## config.mk

```make
export PLATFORM = sky130hd
export DESIGN_NAME = gregorian_date_offset
export DESIGN_NICKNAME = d
export VERILOG_FILES = /design/src/rtl/gdo_pkg.sv /design/src/rtl/gdo_ctrl.sv /design/src/rtl/gdo_datapath.sv /design/src/rtl/gregorian_date_offset.sv
export SDC_FILE = /design/constraint.sdc
export NUM_CORES = 1
export LEC_CHECK = 0
export BUFFER_PORTS_ARGS = -buffer_cell sky130_fd_sc_hd__clkbuf_2
export CORE_MARGIN = 8
export CORE_UTILIZATION = 45
export CTS_BUF_LIST = sky130_fd_sc_hd__clkbuf_16
export CTS_CLUSTER_SIZE = 14
export DETAILED_ROUTE_END_ITERATION = 10
export MAX_ROUTING_LAYER = met4
export SYNTH_ARGS = -nofsm -noshare
export SYNTH_HDL_FRONTEND = slang
export SYNTH_HIERARCHICAL = 1
export SYNTH_SLANG_ARGS = --single-unit
```

## constraint.sdc

```tcl
create_clock -name clk -period 9.5 [get_ports clk]
set_input_delay 1.9 -clock clk [delete_from_list [all_inputs] [get_ports clk]]
set_output_delay 1.9 -clock clk [all_outputs]
set_load 0.005 [all_outputs]
```

## src/rtl/gdo_pkg.sv

```systemverilog
// gdo_pkg: shared constants, command and status types, calendar helpers
`timescale 1ns / 1ps
`default_nettype none
package gdo_pkg;

  localparam int BASE_YEAR   = 1900;
  localparam int MAX_YEAR    = 9999;
  localparam int OFFSET_BITS = 16;
  localparam int MAG_BITS    = OFFSET_BITS + 1;

  localparam int MONTH_W  = 4;
  localparam int DAY_W    = 5;
  localparam int YEAR_W   = 14;
  localparam int STATUS_W = 2;
  localparam int RED_W    = 3;

  localparam logic [STATUS_W-1:0] ST_OK      = 2'd0;
  localparam logic [STATUS_W-1:0] ST_LOW     = 2'd1;
  localparam logic [STATUS_W-1:0] ST_HIGH    = 2'd2;
  localparam logic [STATUS_W-1:0] ST_INVALID = 2'd3;

  localparam logic [RED_W-1:0] RED_LAST = 3'd5;

  typedef struct packed {
    logic             load;
    logic             reduce;
    logic [RED_W-1:0] red_idx;
    logic             set_invalid;
    logic             sat_low;
    logic             sat_high;
    logic             step;
    logic             out_load;
  } gdo_cmd_t;

  typedef struct packed {
    logic date_ok;
    logic done;
    logic backward;
    logic at_low;
    logic at_high;
  } gdo_stat_t;

  // multiples of 400 used to reduce the year, largest first
  function automatic logic [YEAR_W-1:0] red_step(input logic [RED_W-1:0] idx);
    logic [YEAR_W-1:0] v;
    case (idx)
      3'd0:    v = 14'd12800;
      3'd1:    v = 14'd6400;
      3'd2:    v = 14'd3200;
      3'd3:    v = 14'd1600;
      3'd4:    v = 14'd800;
      default: v = 14'd400;
    endcase
    return v;
  endfunction

  function automatic logic [DAY_W-1:0] month_len(input logic [MONTH_W-1:0] m,
                                                 input logic leap);
    logic [DAY_W-1:0] v;
    case (m)
      4'd4, 4'd6, 4'd9, 4'd11: v = 5'd30;
      4'd2:                    v = leap ? 5'd29 : 5'd28;
      default:                 v = 5'd31;
    endcase
    return v;
  endfunction

endpackage
`default_nettype wire

```

## src/rtl/gdo_ctrl.sv

```systemverilog
// gdo_ctrl: sequencer for load, year reduction, check, day stepping, result hand-off
`timescale 1ns / 1ps
`default_nettype none
module gdo_ctrl (
  input  wire logic              clk,
  input  wire logic              rst,
  input  wire logic              in_valid,
  output logic                   in_stall,
  output logic                   out_valid,
  input  wire logic              out_stall,
  input  wire gdo_pkg::gdo_stat_t stat,
  output gdo_pkg::gdo_cmd_t      cmd
);
  import gdo_pkg::*;

  localparam logic [2:0] S_IDLE   = 3'd0;
  localparam logic [2:0] S_REDUCE = 3'd1;
  localparam logic [2:0] S_CHECK  = 3'd2;
  localparam logic [2:0] S_STEP   = 3'd3;
  localparam logic [2:0] S_FINISH = 3'd4;

  logic [2:0]       state, state_next;
  logic [RED_W-1:0] cnt, cnt_next;
  logic             out_valid_next;

  assign in_stall = (state != S_IDLE);

  always_comb begin
    state_next     = state;
    cnt_next       = cnt;
    out_valid_next = out_valid && out_stall;
    cmd            = '0;
    cmd.red_idx    = cnt;
    case (state)
      S_IDLE: begin
        if (in_valid) begin
          cmd.load   = 1'b1;
          cnt_next   = '0;
          state_next = S_REDUCE;
        end
      end
      S_REDUCE: begin
        cmd.reduce = 1'b1;
        cnt_next   = cnt + 1'b1;
        if (cnt == RED_LAST) state_next = S_CHECK;
      end
      S_CHECK: begin
        if (!stat.date_ok) begin
          cmd.set_invalid = 1'b1;
          state_next      = S_FINISH;
        end else begin
          state_next = S_STEP;
        end
      end
      S_STEP: begin
        if (stat.done) begin
          state_next = S_FINISH;
        end else if (!stat.backward && stat.at_high) begin
          cmd.sat_high = 1'b1;
          state_next   = S_FINISH;
        end else if (stat.backward && stat.at_low) begin
          cmd.sat_low = 1'b1;
          state_next  = S_FINISH;
        end else begin
          cmd.step = 1'b1;
        end
      end
      S_FINISH: begin
        // wait until the output register is free
        if (!out_valid || !out_stall) begin
          cmd.out_load   = 1'b1;
          out_valid_next = 1'b1;
          state_next     = S_IDLE;
        end
      end
      default: begin
        state_next = S_IDLE;
      end
    endcase
  end

  always_ff @(posedge clk) begin
    if (rst) begin
      state     <= S_IDLE;
      cnt       <= '0;
      out_valid <= 1'b0;
    end else begin
      state     <= state_next;
      cnt       <= cnt_next;
      out_valid <= out_valid_next;
    end
  end

`ifndef SYNTHESIS
  a_load_only_idle: assert property (@(posedge clk) disable iff (rst)
    cmd.load |-> (state == S_IDLE) && in_valid)
    else $error("item loaded outside idle");
  a_out_load_free: assert property (@(posedge clk) disable iff (rst)
    cmd.out_load |-> !(out_valid && out_stall))
    else $error("result overwritten while stalled");
  a_reduce_to_check: assert property (@(posedge clk) disable iff (rst)
    (state == S_REDUCE) && (cnt == RED_LAST) |=> (state == S_CHECK))
    else $error("year reduction did not end in check");
`endif

endmodule
`default_nettype wire

```

## src/rtl/gdo_datapath.sv

```systemverilog
// gdo_datapath: date registers, year residue, day counter and result registers
`timescale 1ns / 1ps
`default_nettype none
module gdo_datapath (
  input  wire logic                                    clk,
  input  wire logic                                    rst,
  input  wire gdo_pkg::gdo_cmd_t                       cmd,
  output gdo_pkg::gdo_stat_t                           stat,
  input  wire logic [gdo_pkg::MONTH_W-1:0]             start_month,
  input  wire logic [gdo_pkg::DAY_W-1:0]               start_day,
  input  wire logic [gdo_pkg::YEAR_W-1:0]              start_year,
  input  wire logic signed [gdo_pkg::OFFSET_BITS-1:0]  day_offset,
  output logic [gdo_pkg::MONTH_W-1:0]                  result_month,
  output logic [gdo_pkg::DAY_W-1:0]                    result_day,
  output logic [gdo_pkg::YEAR_W-1:0]                   result_year,
  output logic [gdo_pkg::STATUS_W-1:0]                 clamp_status
);
  import gdo_pkg::*;

  logic [MONTH_W-1:0]  month;
  logic [DAY_W-1:0]    day;
  logic [YEAR_W-1:0]   year;
  logic [YEAR_W-1:0]   r400;
  logic                backward;
  logic [MAG_BITS-1:0] remaining;
  logic [STATUS_W-1:0] status;

  logic [MAG_BITS-1:0] off_ext;
  logic [MAG_BITS-1:0] mag;
  logic [YEAR_W-1:0]   red_val;
  logic                leap;
  logic [DAY_W-1:0]    cur_len;
  logic [DAY_W-1:0]    prev_len;

  assign off_ext = {day_offset[OFFSET_BITS-1], day_offset};
  assign mag     = day_offset[OFFSET_BITS-1] ? (~off_ext + 1'b1) : off_ext;
  assign red_val = red_step(cmd.red_idx);

  // r400 holds year mod 400 once reduction is over
  assign leap = (r400 == '0) ||
                ((year[1:0] == 2'b00) && (r400 != 14'd100) && (r400 != 14'd200) &&
                 (r400 != 14'd300));
  assign cur_len  = month_len(month, leap);
  assign prev_len = month_len(month - 1'b1, leap);

  assign stat.date_ok  = (month >= 4'd1) && (month <= 4'd12) &&
                         (year >= YEAR_W'(BASE_YEAR)) && (year <= YEAR_W'(MAX_YEAR)) &&
                         (day >= 5'd1) && (day <= cur_len);
  assign stat.done     = (remaining == '0);
  assign stat.backward = backward;
  assign stat.at_low   = (month == 4'd1) && (day == 5'd1) && (year == YEAR_W'(BASE_YEAR));
  assign stat.at_high  = (month == 4'd12) && (day == 5'd31) && (year == YEAR_W'(MAX_YEAR));

  always_ff @(posedge clk) begin
    if (cmd.load) begin
      month     <= start_month;
      day       <= start_day;
      year      <= start_year;
      r400      <= start_year;
      backward  <= day_offset[OFFSET_BITS-1];
      remaining <= mag;
      status    <= ST_OK;
    end
    if (cmd.reduce && (r400 >= red_val)) r400 <= r400 - red_val;
    if (cmd.set_invalid) status <= ST_INVALID;
    if (cmd.sat_high)    status <= ST_HIGH;
    if (cmd.sat_low)     status <= ST_LOW;
    if (cmd.step) begin
      remaining <= remaining - 1'b1;
      if (!backward) begin
        if (day == cur_len) begin
          day <= 5'd1;
          if (month == 4'd12) begin
            month <= 4'd1;
            year  <= year + 1'b1;
            r400  <= (r400 == 14'd399) ? '0 : r400 + 1'b1;
          end else begin
            month <= month + 1'b1;
          end
        end else begin
          day <= day + 1'b1;
        end
      end else begin
        if (day == 5'd1) begin
          if (month == 4'd1) begin
            month <= 4'd12;
            day   <= 5'd31;
            year  <= year - 1'b1;
            r400  <= (r400 == '0) ? 14'd399 : r400 - 1'b1;
          end else begin
            month <= month - 1'b1;
            day   <= prev_len;
          end
        end else begin
          day <= day - 1'b1;
        end
      end
    end
    if (cmd.out_load) begin
      result_month <= month;
      result_day   <= day;
      result_year  <= year;
      clamp_status <= status;
    end
  end

`ifndef SYNTHESIS
  a_step_counts: assert property (@(posedge clk) disable iff (rst)
    cmd.step |=> (remaining == $past(remaining) - 1'b1))
    else $error("day counter did not advance");
  a_residue_reduced: assert property (@(posedge clk) disable iff (rst)
    cmd.step |-> (r400 < 14'd400))
    else $error("year residue out of range while stepping");
  a_no_step_past_limit: assert property (@(posedge clk) disable iff (rst)
    cmd.step |-> !(backward ? stat.at_low : stat.at_high))
    else $error("stepped past a date limit");
`endif

endmodule
`default_nettype wire

```

## src/rtl/gregorian_date_offset.sv

```systemverilog
// gregorian_date_offset: top level, adds a signed day count to a Gregorian date
// the day-stepping loop advances the date one day per cycle, up to 32768 steps
// throughput: one item at a time; the next item is taken once the result is registered
// reset (rst, synchronous, active high) clears the sequencer and result valid
`timescale 1ns / 1ps
`default_nettype none
module gregorian_date_offset (
  input  wire logic                                    clk,
  input  wire logic                                    rst,
  input  wire logic                                    in_valid,
  output logic                                         in_stall,
  input  wire logic [gdo_pkg::MONTH_W-1:0]             start_month,
  input  wire logic [gdo_pkg::DAY_W-1:0]               start_day,
  input  wire logic [gdo_pkg::YEAR_W-1:0]              start_year,
  input  wire logic signed [gdo_pkg::OFFSET_BITS-1:0]  day_offset,
  output logic                                         out_valid,
  input  wire logic                                    out_stall,
  output logic [gdo_pkg::MONTH_W-1:0]                  result_month,
  output logic [gdo_pkg::DAY_W-1:0]                    result_day,
  output logic [gdo_pkg::YEAR_W-1:0]                   result_year,
  output logic [gdo_pkg::STATUS_W-1:0]                 clamp_status
);
  import gdo_pkg::*;

  gdo_cmd_t  cmd;
  gdo_stat_t stat;

  gdo_ctrl u_ctrl (
    .clk       (clk),
    .rst       (rst),
    .in_valid  (in_valid),
    .in_stall  (in_stall),
    .out_valid (out_valid),
    .out_stall (out_stall),
    .stat      (stat),
    .cmd       (cmd)
  );

  gdo_datapath u_datapath (
    .clk          (clk),
    .rst          (rst),
    .cmd          (cmd),
    .stat         (stat),
    .start_month  (start_month),
    .start_day    (start_day),
    .start_year   (start_year),
    .day_offset   (day_offset),
    .result_month (result_month),
    .result_day   (result_day),
    .result_year  (result_year),
    .clamp_status (clamp_status)
  );

endmodule
`default_nettype wire
```

==> flow_metrics.py, run 1 <==
metrics = {
    "logic_synthesis": {
        "synthCells": 806,
        "synth.distinct_cells": 80,
        "synth-edff-count": 48,
        "seq_area_frac_synth": 0.326,
        "ys.flop_type": "edfxtp_1",
        "synth_nets": 881,
        "synth-async-reset-ratio": 0,
        "netlist_area_um2": 6930,
        "synth_seq_cells": 89,
        "ys_warn_count": 6,
        "avgSynthCellArea_um2": 8.60,
    },
    "final_layout": {
        "final_util": 0.500,
        "syn_to_final_growth_pct": 9.35,
        "drive_gt1_frac": 0.138,
        "fin_nets": 909,
        "insertedDiodeCount": 0,
        "seqCellArea_um2": 2260,
        "multi_input_area_um2": 4310,
        "nFillCells": 1443,
    },
    "sta": {
        "max_freq_ghz": 0.239,
        "timing.final.crit_period_ps": 4190,
        "tightest_slew_ps": 1100,
        "skew_ps": 12.3,
        "finalWorstSetupSlack_ps": 5310,
        "finalCritPeriodShare": 0.441,
        "setup-violations-final": 0,
        "rsz0062_at_grt": "no",
        "fin_setup_tns_ps": 0,
        "timing.slew.headroom": 0.264,
        "drv_slew": 0,
        "hold_viol": 0,
        "worst_hold_slack_ps": 436,
    },
    "critical_path": {
        "arrival_ps": 4380,
        "reg2reg_from": "u_datapath/r400[0]$_DFF_P_",
        "worstPathMaxFanout": 19,
        "crit_end": "u_datapath/r400[4]$_DFF_P_",
        "r2r_setup_slack_ps": 5310,
        "crit_path_end_kind": "register",
        "crit_path_start_kind": "register",
        "worstPathRequired_ps": 9690,
        "setup.worst_path.start": "u_datapath/r400[0]$_DFF_P_",
        "reg2reg_depth": 14,
        "r2r-end": "u_datapath/r400[4]$_DFF_P_",
        "path_class": "register to register",
    },
    "global_route": {
        "grt_pass1_vias": 5905,
        "grt_pass1_wl_mm": 31.1,
        "grt_overflow": 0,
        "antenna_found_initial": 0,
        "track_usage": 0.201,
        "grt_max_degree": 81,
    },
    "cts": {
        "clock_sinks": 89,
        "clock_path_buffers": 2,
        "clockRootBuffer": "clkbuf_16",
        "post_cts_buffers": 0,
        "numCtsBuffers": 9,
        "ctsHoldBuffers": 0,
        "clk_pin_slew_ps": 70,
        "cts_tree": "built",
        "post_cts_resized": 0,
        "clk_latency_ps": 350,
        "ctsHtreeMaxLevel": 3,
    },
    "drt": {
        "dr_total_vias": 6413,
        "route.detailed.drc": 0,
        "routed_wl_mm": 19.4,
        "first_pass_iters": 6,
        "drt_iter0_markers": 821,
        "wl_per_cell_um": 18.9,
        "ant_nets": 0,
        "vias_per_cell": 6.24,
    },
    "pwr": {
        "combPwrFrac": 0.407,
        "power_mw": 1.80,
        "max-vdd-ir-drop_v": 0.000139,
        "p_clk_frac": 0.197,
        "p_per_area_nw_per_um2": 238,
        "p_switching_mw": 0.770,
        "p_leak_nw": 2.79,
        "sequentialPowerShare": 0.396,
        "p_int_mw": 1.03,
        "switching_share": 0.427,
    },
    "placement": {
        "io_buffers": 69,
        "place.gp.congestion": 0.961,
        "place_ws_ps": 5390,
        "hpwl_mm": 13.6,
    },
    "floorplanning": {
        "die_x_um": 140,
        "core.rowCount": 45,
        "die_area_um2": 19600,
        "die_h_um": 140,
        "initial_utilization": 0.458,
        "pin_count": 70,
        "core_area_um2": 15100,
    },
    "worst_hold_path": {
        "hold_path_depth": 0,
        "hp-class": "register to register",
    },
    "run": {
        "max_cap_violations": 0,
    },
    "status": {
        "status": "finished, final reports clean",
    },
}
-- through the flow --
| stage | cells | cell area, um2 |
|---|---|---|
| after floorplan | 806 | 6930 |
| final | 1027 | 7580 |
| after detailed placement | 1011 | 7290 |
| after global routing | 1027 | 7580 |
| after CTS | 1027 | 7580 |
| after global placement | 1011 | 7290 |
-- how the worst min path moves through the flow --
| stage | start | endpoint | slack [ps] |
|---|---|---|---|
| 2_1_floorplan | u_datapath/year[3]$_DFF_P_ | u_datapath/result_year[3]$_DFFE_PP_ | 410 |
| 3_5_place_dp | u_datapath/status[0]$_SDFFE_PP1P_ | u_datapath/clamp_status[0]$_DFFE_PP_ | 420 |
| 4_1_cts | u_datapath/status[1]$_SDFFE_PP0P_ | u_datapath/clamp_status[1]$_DFFE_PP_ | 440 |
| 6_report | u_datapath/status[0]$_SDFFE_PP1P_ | u_datapath/clamp_status[0]$_DFFE_PP_ | 440 |
| 3_3_place_gp | u_datapath/status[0]$_SDFFE_PP1P_ | u_datapath/clamp_status[0]$_DFFE_PP_ | 420 |
| 5_1_grt | u_datapath/status[1]$_SDFFE_PP0P_ | u_datapath/clamp_status[1]$_DFFE_PP_ | 450 |
-- synthesized netlist by cell type (4+ instances only) --
cell type  number  share of area
inv_1          27          0.015
or4_1           8         0.0087
mux2_2          6         0.0097
nor4b_1         6         0.0076
mux2i_1        25          0.036
o21ai_0        49          0.035
buf_1           6         0.0032
o221ai_1       10          0.013
dfxtp_1        41           0.12
o211ai_1        9         0.0097
a22oi_1        11          0.012
a221o_1         4         0.0058
or2_2           7         0.0063
o22ai_1         9         0.0081
a31oi_1         8         0.0072
a2111oi_0       4         0.0051
nor3_1         26          0.019
buf_2          11         0.0079
o31ai_1        10          0.011
nand3b_1        5         0.0054
ha_1           31          0.056
nor2_1         65          0.035
xor2_1         28          0.035
clkbuf_1       32          0.017
nor2b_1         8         0.0072
nand2_1        61          0.033
edfxtp_1       48           0.21
nor4_1         13          0.012
xnor2_1        28          0.035
o21a_1          7         0.0076
a211oi_1       11          0.012
and2_1          7         0.0063
nand3_1        31          0.022
or3_1           9         0.0081
nand4_1         4         0.0036
nand2b_1       10         0.0090
buf_6           4         0.0065
a21oi_1        42          0.030
and3_1         13          0.012
a221oi_1        5         0.0063
-- cell type report --
class                      count  area share
multi-input combinational    633       0.569
sequential                    89       0.298
timing repair buffer          73      0.0495
tap                          188      0.0310
clock buffer                   9      0.0297
inverter                      28      0.0139
clock inverter                 7     0.00842
-- worst max-delay path, cell delays in order (launching register included) --
cell and delay (ps):
dfxtp_1 360, inv_1 80, ha_1 260, or4b_1 520
nand2b_1 230, o22ai_1 360, o21ai_0 110, o21ai_0 150
ha_1 250, nand2_1 200, nor4_2 70, buf_4 240
o21a_1 450, a2111oi_0 670, a311oi_1 80
-- registers in the layout, indices dropped and copies added, names as in the netlist --
register	cells
u_ctrl/cnt	3
u_ctrl/out_valid	1
u_ctrl/state	3
u_datapath/backward	1
u_datapath/clamp_status	2
u_datapath/day	5
u_datapath/month	4
u_datapath/r400	14
u_datapath/remaining	17
u_datapath/result_day	5
u_datapath/result_month	4
u_datapath/result_year	14
u_datapath/status	2
u_datapath/year	14
-- cell usage in the layout (no fill, tap or decap), types with 9 or more instances in the layout --
master	Yosys	layout
o21ai_0	49	48
xnor2_1	28	28
mux2i_1	25	25
a22oi_1	11	11
clkbuf_2	0	69
a211oi_1	11	11
or3_1	9	9
edfxtp_1	48	48
clkbuf_16	0	9
o221ai_1	10	10
nand3_1	31	31
ha_1	31	31
a21oi_1	42	41
and3_1	13	13
dfxtp_1	41	41
nand2b_1	10	10
nand2_1	61	61
o31ai_1	10	10
o22ai_1	9	9
xor2_1	28	28
inv_1	27	29
nor4_1	13	13
nor2_1	65	65
nor3_1	26	26
o211ai_1	9	9
-- logic make-up after synthesis --
group           count (synthesis)  synth area share
flops                          89             0.326
simple gates                  296             0.230
compound gates                218             0.215
mux                            31            0.0458
xor+xnor                       56            0.0708
fa+ha+maj                      32            0.0588
buf+inv                        84            0.0534
-- layer usage --
layer,up-vias,share of wire,GRT usage
li1,3072,-,-
met4,0,0.019,0.0726
met1,3055,0.47,0.267
met2,262,0.45,0.302
met3,24,0.065,0.0370
met5,-,0,-
-- power by group through the flow --
stage / Combinational [mW] / Clock, mW / Sequential, mW
CTS: 0.723 / 0.366 / 0.706
global placement: 0.709 / 0 / 0.711
global route: 0.816 / 0.381 / 0.736
floorplan: 0.656 / 0 / 0.588
detailed placement: 0.718 / 0 / 0.714
finish: 0.734 / 0.355 / 0.714
Note: power is estimated with default switching activity, not from simulation.
==> run 2: changes to the inputs <==
==> constraint.sdc (replaced) <==
create_clock -name clk -period 3.91 [get_ports clk]
set_input_delay 0.782 -clock clk [delete_from_list [all_inputs] [get_ports clk]]
set_output_delay 0.782 -clock clk [all_outputs]
set_load 0.005 [all_outputs]
==> flow_metrics.py, run 2 (synthesized netlist as in run 1, its figures left out) <==
metrics = {
    "global_route": {
        "grt_pass1_wl_mm": 32.1,
        "grt_max_degree": 41,
        "track_usage": 0.206,
        "grt_pass1_vias": 6281,
        "antenna_found_initial": 0,
        "grt_overflow": 0,
    },
    "pwr": {
        "p_per_area_nw_per_um2": 579,
        "max-vdd-ir-drop_v": 0.000281,
        "power_mw": 4.51,
        "p_leak_nw": 2.94,
    },
    "cts": {
        "clockRootBuffer": "clkbuf_16",
        "clk_latency_ps": 350,
        "clk_pin_slew_ps": 60,
        "cts_tree": "built",
        "ctsHtreeMaxLevel": 3,
        "clock_sinks": 89,
        "numCtsBuffers": 9,
        "ctsHoldBuffers": 0,
        "clock_path_buffers": 2,
    },
    "final_layout": {
        "insertedDiodeCount": 0,
        "layout_common_cells": "69 x clkbuf_2, 65 x nor2_1, 61 x nand2_1, 49 x o21ai_0, 48 x edfxtp_1",
        "fin_nets": 937,
        "fin_area_um2": 7790,
        "layout_commonest_cell": "clkbuf_2",
        "max_flop_register": "u_datapath/remaining",
        "final_util": 0.514,
        "syn_to_final_growth_pct": 12.3,
        "drive_gt1_frac": 0.165,
        "final_cells": 1055,
        "largest_reg_flops": 17,
    },
    "placement": {
        "dp.cells": 1039,
        "place.gp.congestion": 0.962,
        "io_buffers": 69,
        "dpl_cell_area_um2": 7500,
        "hpwl_mm": 14.5,
    },
    "floorplanning": {
        "die_x_um": 140,
        "core.rowCount": 45,
        "die_area_um2": 19600,
        "core_area_um2": 15100,
        "pin_count": 70,
        "die_h_um": 140,
        "initial_utilization": 0.458,
    },
    "sta": {
        "timing.final.crit_period_ps": 3550,
        "setup-violations-final": 0,
        "max_freq_ghz": 0.282,
        "hold_viol": 0,
        "rsz0062_at_grt": "no",
        "finalCritPeriodShare": 0.907,
        "drv_slew": 0,
        "skew_ps": 6.30,
        "fin_setup_tns_ps": 0,
        "timing.slew.headroom": 0.310,
        "tightest_slew_ps": 1020,
    },
    "drt": {
        "dr_total_vias": 6584,
        "wl_per_cell_um": 19.0,
        "drt_iter0_markers": 779,
        "routed_wl_mm": 20.0,
        "ant_nets": 0,
        "route.detailed.drc": 0,
        "vias_per_cell": 6.24,
        "first_pass_iters": 5,
    },
    "critical_path": {
        "crit_path_end_kind": "register",
        "worstPathRequired_ps": 4130,
        "crit_path_start_kind": "register",
        "arrival_ps": 3770,
        "worstPathMaxFanout": 9,
        "path_class": "register to register",
    },
    "run": {
        "max_cap_violations": 0,
    },
    "worst_hold_path": {
        "hp-class": "register to register",
    },
    "status": {
        "status": "finished, final reports clean",
    },
}
-- run 2: layout make-up --
type / instances / area [um2]
multi-input combinational: 633 / 4320
tap: 188 / 235
sequential: 89 / 2260
clock buffer: 9 / 225
clock inverter: 7 / 57.6
timing repair buffer: 101 / 586
fill: 1402 / 7360
inverter: 28 / 105
-- run 2: metrics by stage --
stage	setup slack [ps]	hold WS [ps]
after floorplan	610	406
after global placement	342	418
after detailed placement	229	421
after CTS	202	437
after global routing	41.5	444
final	362	438
-- run 2: critical path, cell delays in order (launching register included) --
cell and delay (ps):
dfxtp_1 370, inv_1 80, ha_1 150, or4b_1 510
nand2b_1 220, o22ai_1 260, o21ai_0 100, o21ai_0 150
ha_1 250, nand2_1 220, nor4_2 90, o21a_1 350
a2111oi_0 440, buf_4 180, a311oi_1 30
-- run 2: power breakdown --
group / internal (mW) / switching, mW
combinational: 0.881 / 1.17
clock: 0.486 / 0.371
sequential: 1.24 / 0.365
total: 2.60 / 1.90
-- run 2: what timing repair did --
action,CTS,global route
setup endpoints to repair,0,5
endpoints found under the hold margin,0,0
buffers inserted,0,0
gates resized for setup,0,1
-- run 2: path summary, 6_finish.rpt --
path | cells past startpoint | slack, ps | startpoint | end
worst max-delay path | 14 | 360 | u_datapath/r400[0]$_DFF_P_ | u_datapath/r400[4]$_DFF_P_
worst min-delay path | 0 | 440 | u_datapath/status[1]$_SDFFE_PP0P_ | u_datapath/clamp_status[1]$_DFFE_PP_
worst max register to register | 14 | 360 | u_datapath/r400[0]$_DFF_P_ | u_datapath/r400[4]$_DFF_P_
worst min register to register | 0 | 440 | u_datapath/status[1]$_SDFFE_PP0P_ | u_datapath/clamp_status[1]$_DFFE_PP_
-- run 2: metal layers --
metal / global-route usage / vias to the layer above / wire length (um)
met2: 0.310 / 273 / 8820
met1: 0.269 / 3120 / 9380
li1: - / 3134 / -
met5: - / - / 0
met4: 0.0794 / 0 / 521
met3: 0.0391 / 57 / 1280
==> run 3: changes to the inputs <==
--- a/config.mk
+++ b/config.mk
@@ -6,7 +6,6 @@
 export NUM_CORES = 1
 export LEC_CHECK = 0
 export BUFFER_PORTS_ARGS = -buffer_cell sky130_fd_sc_hd__clkbuf_2
-export CORE_MARGIN = 8
 export CORE_UTILIZATION = 45
 export CTS_BUF_LIST = sky130_fd_sc_hd__clkbuf_16
 export CTS_CLUSTER_SIZE = 14
==> flow_metrics.py, run 3 (synthesized netlist as in run 1, its figures left out) <==
metrics = {
    "critical_path": {
        "worstPathRequired_ps": 4130,
        "r2r_setup_slack_ps": 170,
        "path_class": "register to register",
        "r2r-end": "u_datapath/r400[9]$_DFF_P_",
        "worstPathMaxFanout": 9,
        "arrival_ps": 3960,
        "crit_path_end_kind": "register",
        "crit_path_start_kind": "register",
        "reg2reg_from": "u_datapath/r400[0]$_DFF_P_",
        "reg2reg_depth": 13,
    },
    "pwr": {
        "power_mw": 4.43,
        "p_per_area_nw_per_um2": 574,
        "p_leak_nw": 2.89,
        "max-vdd-ir-drop_v": 0.000329,
    },
    "floorplanning": {
        "die_h_um": 126,
        "initial_utilization": 0.470,
        "die_area_um2": 15900,
        "core_area_um2": 14800,
        "pin_count": 70,
        "die_x_um": 126,
        "core.rowCount": 44,
    },
    "sta": {
        "finalWorstSetupSlack_ps": 166,
        "finalCritPeriodShare": 0.958,
        "max_freq_ghz": 0.267,
        "hold_viol": 0,
        "setup-violations-final": 0,
        "skew_ps": 6.04,
        "timing.slew.headroom": 0.328,
        "drv_slew": 0,
        "timing.final.crit_period_ps": 3740,
        "rsz0062_at_grt": "no",
        "worst_hold_slack_ps": 445,
        "tightest_slew_ps": 998,
        "fin_setup_tns_ps": 0,
    },
    "drt": {
        "drt_iter0_markers": 724,
        "m1WireLength_mm": 9.11,
        "wl_met3_mm": 1.09,
        "first_pass_iters": 5,
        "routed_wl_mm": 19.4,
        "dr_total_vias": 6577,
        "ant_nets": 0,
        "vias_per_cell": 6.31,
        "wl_per_cell_um": 18.6,
        "wl_met2_mm": 8.74,
        "routed.top_layer": "met4",
        "route.detailed.drc": 0,
    },
    "cts": {
        "numCtsBuffers": 9,
        "cts_tree": "built",
        "clockRootBuffer": "clkbuf_16",
        "clk_pin_slew_ps": 70,
        "clock_path_buffers": 2,
        "clock_sinks": 89,
        "ctsHoldBuffers": 0,
        "ctsHtreeMaxLevel": 3,
        "clk_latency_ps": 350,
    },
    "placement": {
        "dp.cells": 1027,
        "place.gp.congestion": 0.938,
        "hpwl_mm": 14.0,
        "place_ws_ps": 104,
        "io_buffers": 69,
        "dpl_cell_area_um2": 7450,
    },
    "global_route": {
        "grt_pass1_wl_mm": 31.3,
        "grt_pass1_vias": 6131,
        "antenna_found_initial": 0,
        "grt_max_degree": 81,
        "grt_overflow": 0,
        "track_usage": 0.253,
    },
    "final_layout": {
        "syn_to_final_growth_pct": 11.4,
        "final_cells": 1043,
        "fin_area_um2": 7720,
        "nFillCells": 1398,
        "drive_gt1_frac": 0.163,
        "largest_reg_flops": 17,
        "insertedDiodeCount": 0,
        "layout_commonest_cell": "clkbuf_2",
        "fin_nets": 929,
        "layout_common_cells": "69 x clkbuf_2, 65 x nor2_1, 61 x nand2_1, 49 x o21ai_0, 48 x edfxtp_1",
        "final_util": 0.523,
        "max_flop_register": "u_datapath/remaining",
    },
    "worst_hold_path": {
        "holdPathEnd": "u_datapath/clamp_status[1]$_DFFE_PP_",
        "min_from": "u_datapath/status[1]$_SDFFE_PP0P_",
        "hp-class": "register to register",
        "hold_path_depth": 0,
    },
    "run": {
        "max_cap_violations": 0,
    },
    "status": {
        "status": "finished, final reports clean",
    },
}
run 3: cell types whose count changed in the layout (fill, tap and decap cells not counted), sizes merged:
cell and change:
buf -8, clkinvlp +1, inv +2, clkinv -2, bufinv -1
run 3: final cells by class:
cell class              count  area, um2  share of cell area
well taps                 184        230              0.0298
repair buffers             93        538              0.0697
clock inverters             7       37.5             0.00486
flip-flops and latches     89       2260               0.293
multi-input cells         633       4320               0.560
inverters                  28        105              0.0136
clock buffers               9        225              0.0292
run 3: report_power, final:
group          switching [mW]  total (mW)  internal, mW
clock network           0.381       0.806         0.425
logic                    1.14        1.99         0.844
registers               0.396        1.63          1.24
run 3: what timing repair did:
| action | 4_1_cts | 5_1_grt |
|---|---|---|
| resized for setup | 0 | 2 |
| buffers inserted | 0 | 0 |
| setup endpoints to repair | 0 | 10 |
run 3: how the worst max path moves through the flow:
stage,start,end,slack [ps],depth (start not counted)
final,u_datapath/r400[0]$_DFF_P_,u_datapath/r400[9]$_DFF_P_,170,13
after global routing,u_datapath/r400[0]$_DFF_P_,u_datapath/r400[4]$_DFF_P_,30,13
after CTS,u_datapath/r400[0]$_DFF_P_,u_datapath/year[4]$_DFF_P_,80,14
after detailed placement,u_datapath/r400[0]$_DFF_P_,u_datapath/r400[7]$_DFF_P_,100,13
after global placement,u_datapath/r400[0]$_DFF_P_,u_datapath/r400[7]$_DFF_P_,240,13
after floorplan,u_datapath/r400[0]$_DFF_P_,u_datapath/r400[7]$_DFF_P_,610,14
run 3: critical path, cell delays in order, from the launching register on:
cell,delay (ps)
dfxtp_1,370
inv_1,80
ha_1,260
or4b_1,510
nand2b_1,220
o22ai_1,280
o21ai_0,120
o21ai_0,160
ha_1,250
nand2_1,220
nor4_2,110
o21ai_0,590
buf_4,320
a22oi_1,110
run 3: routing by layer:
layer,GRT usage,vias to the layer above
li1,-,3127
met1,0.336,3153
met2,0.387,257
met3,0.0408,40
met4,0.0928,0
met5,-,-
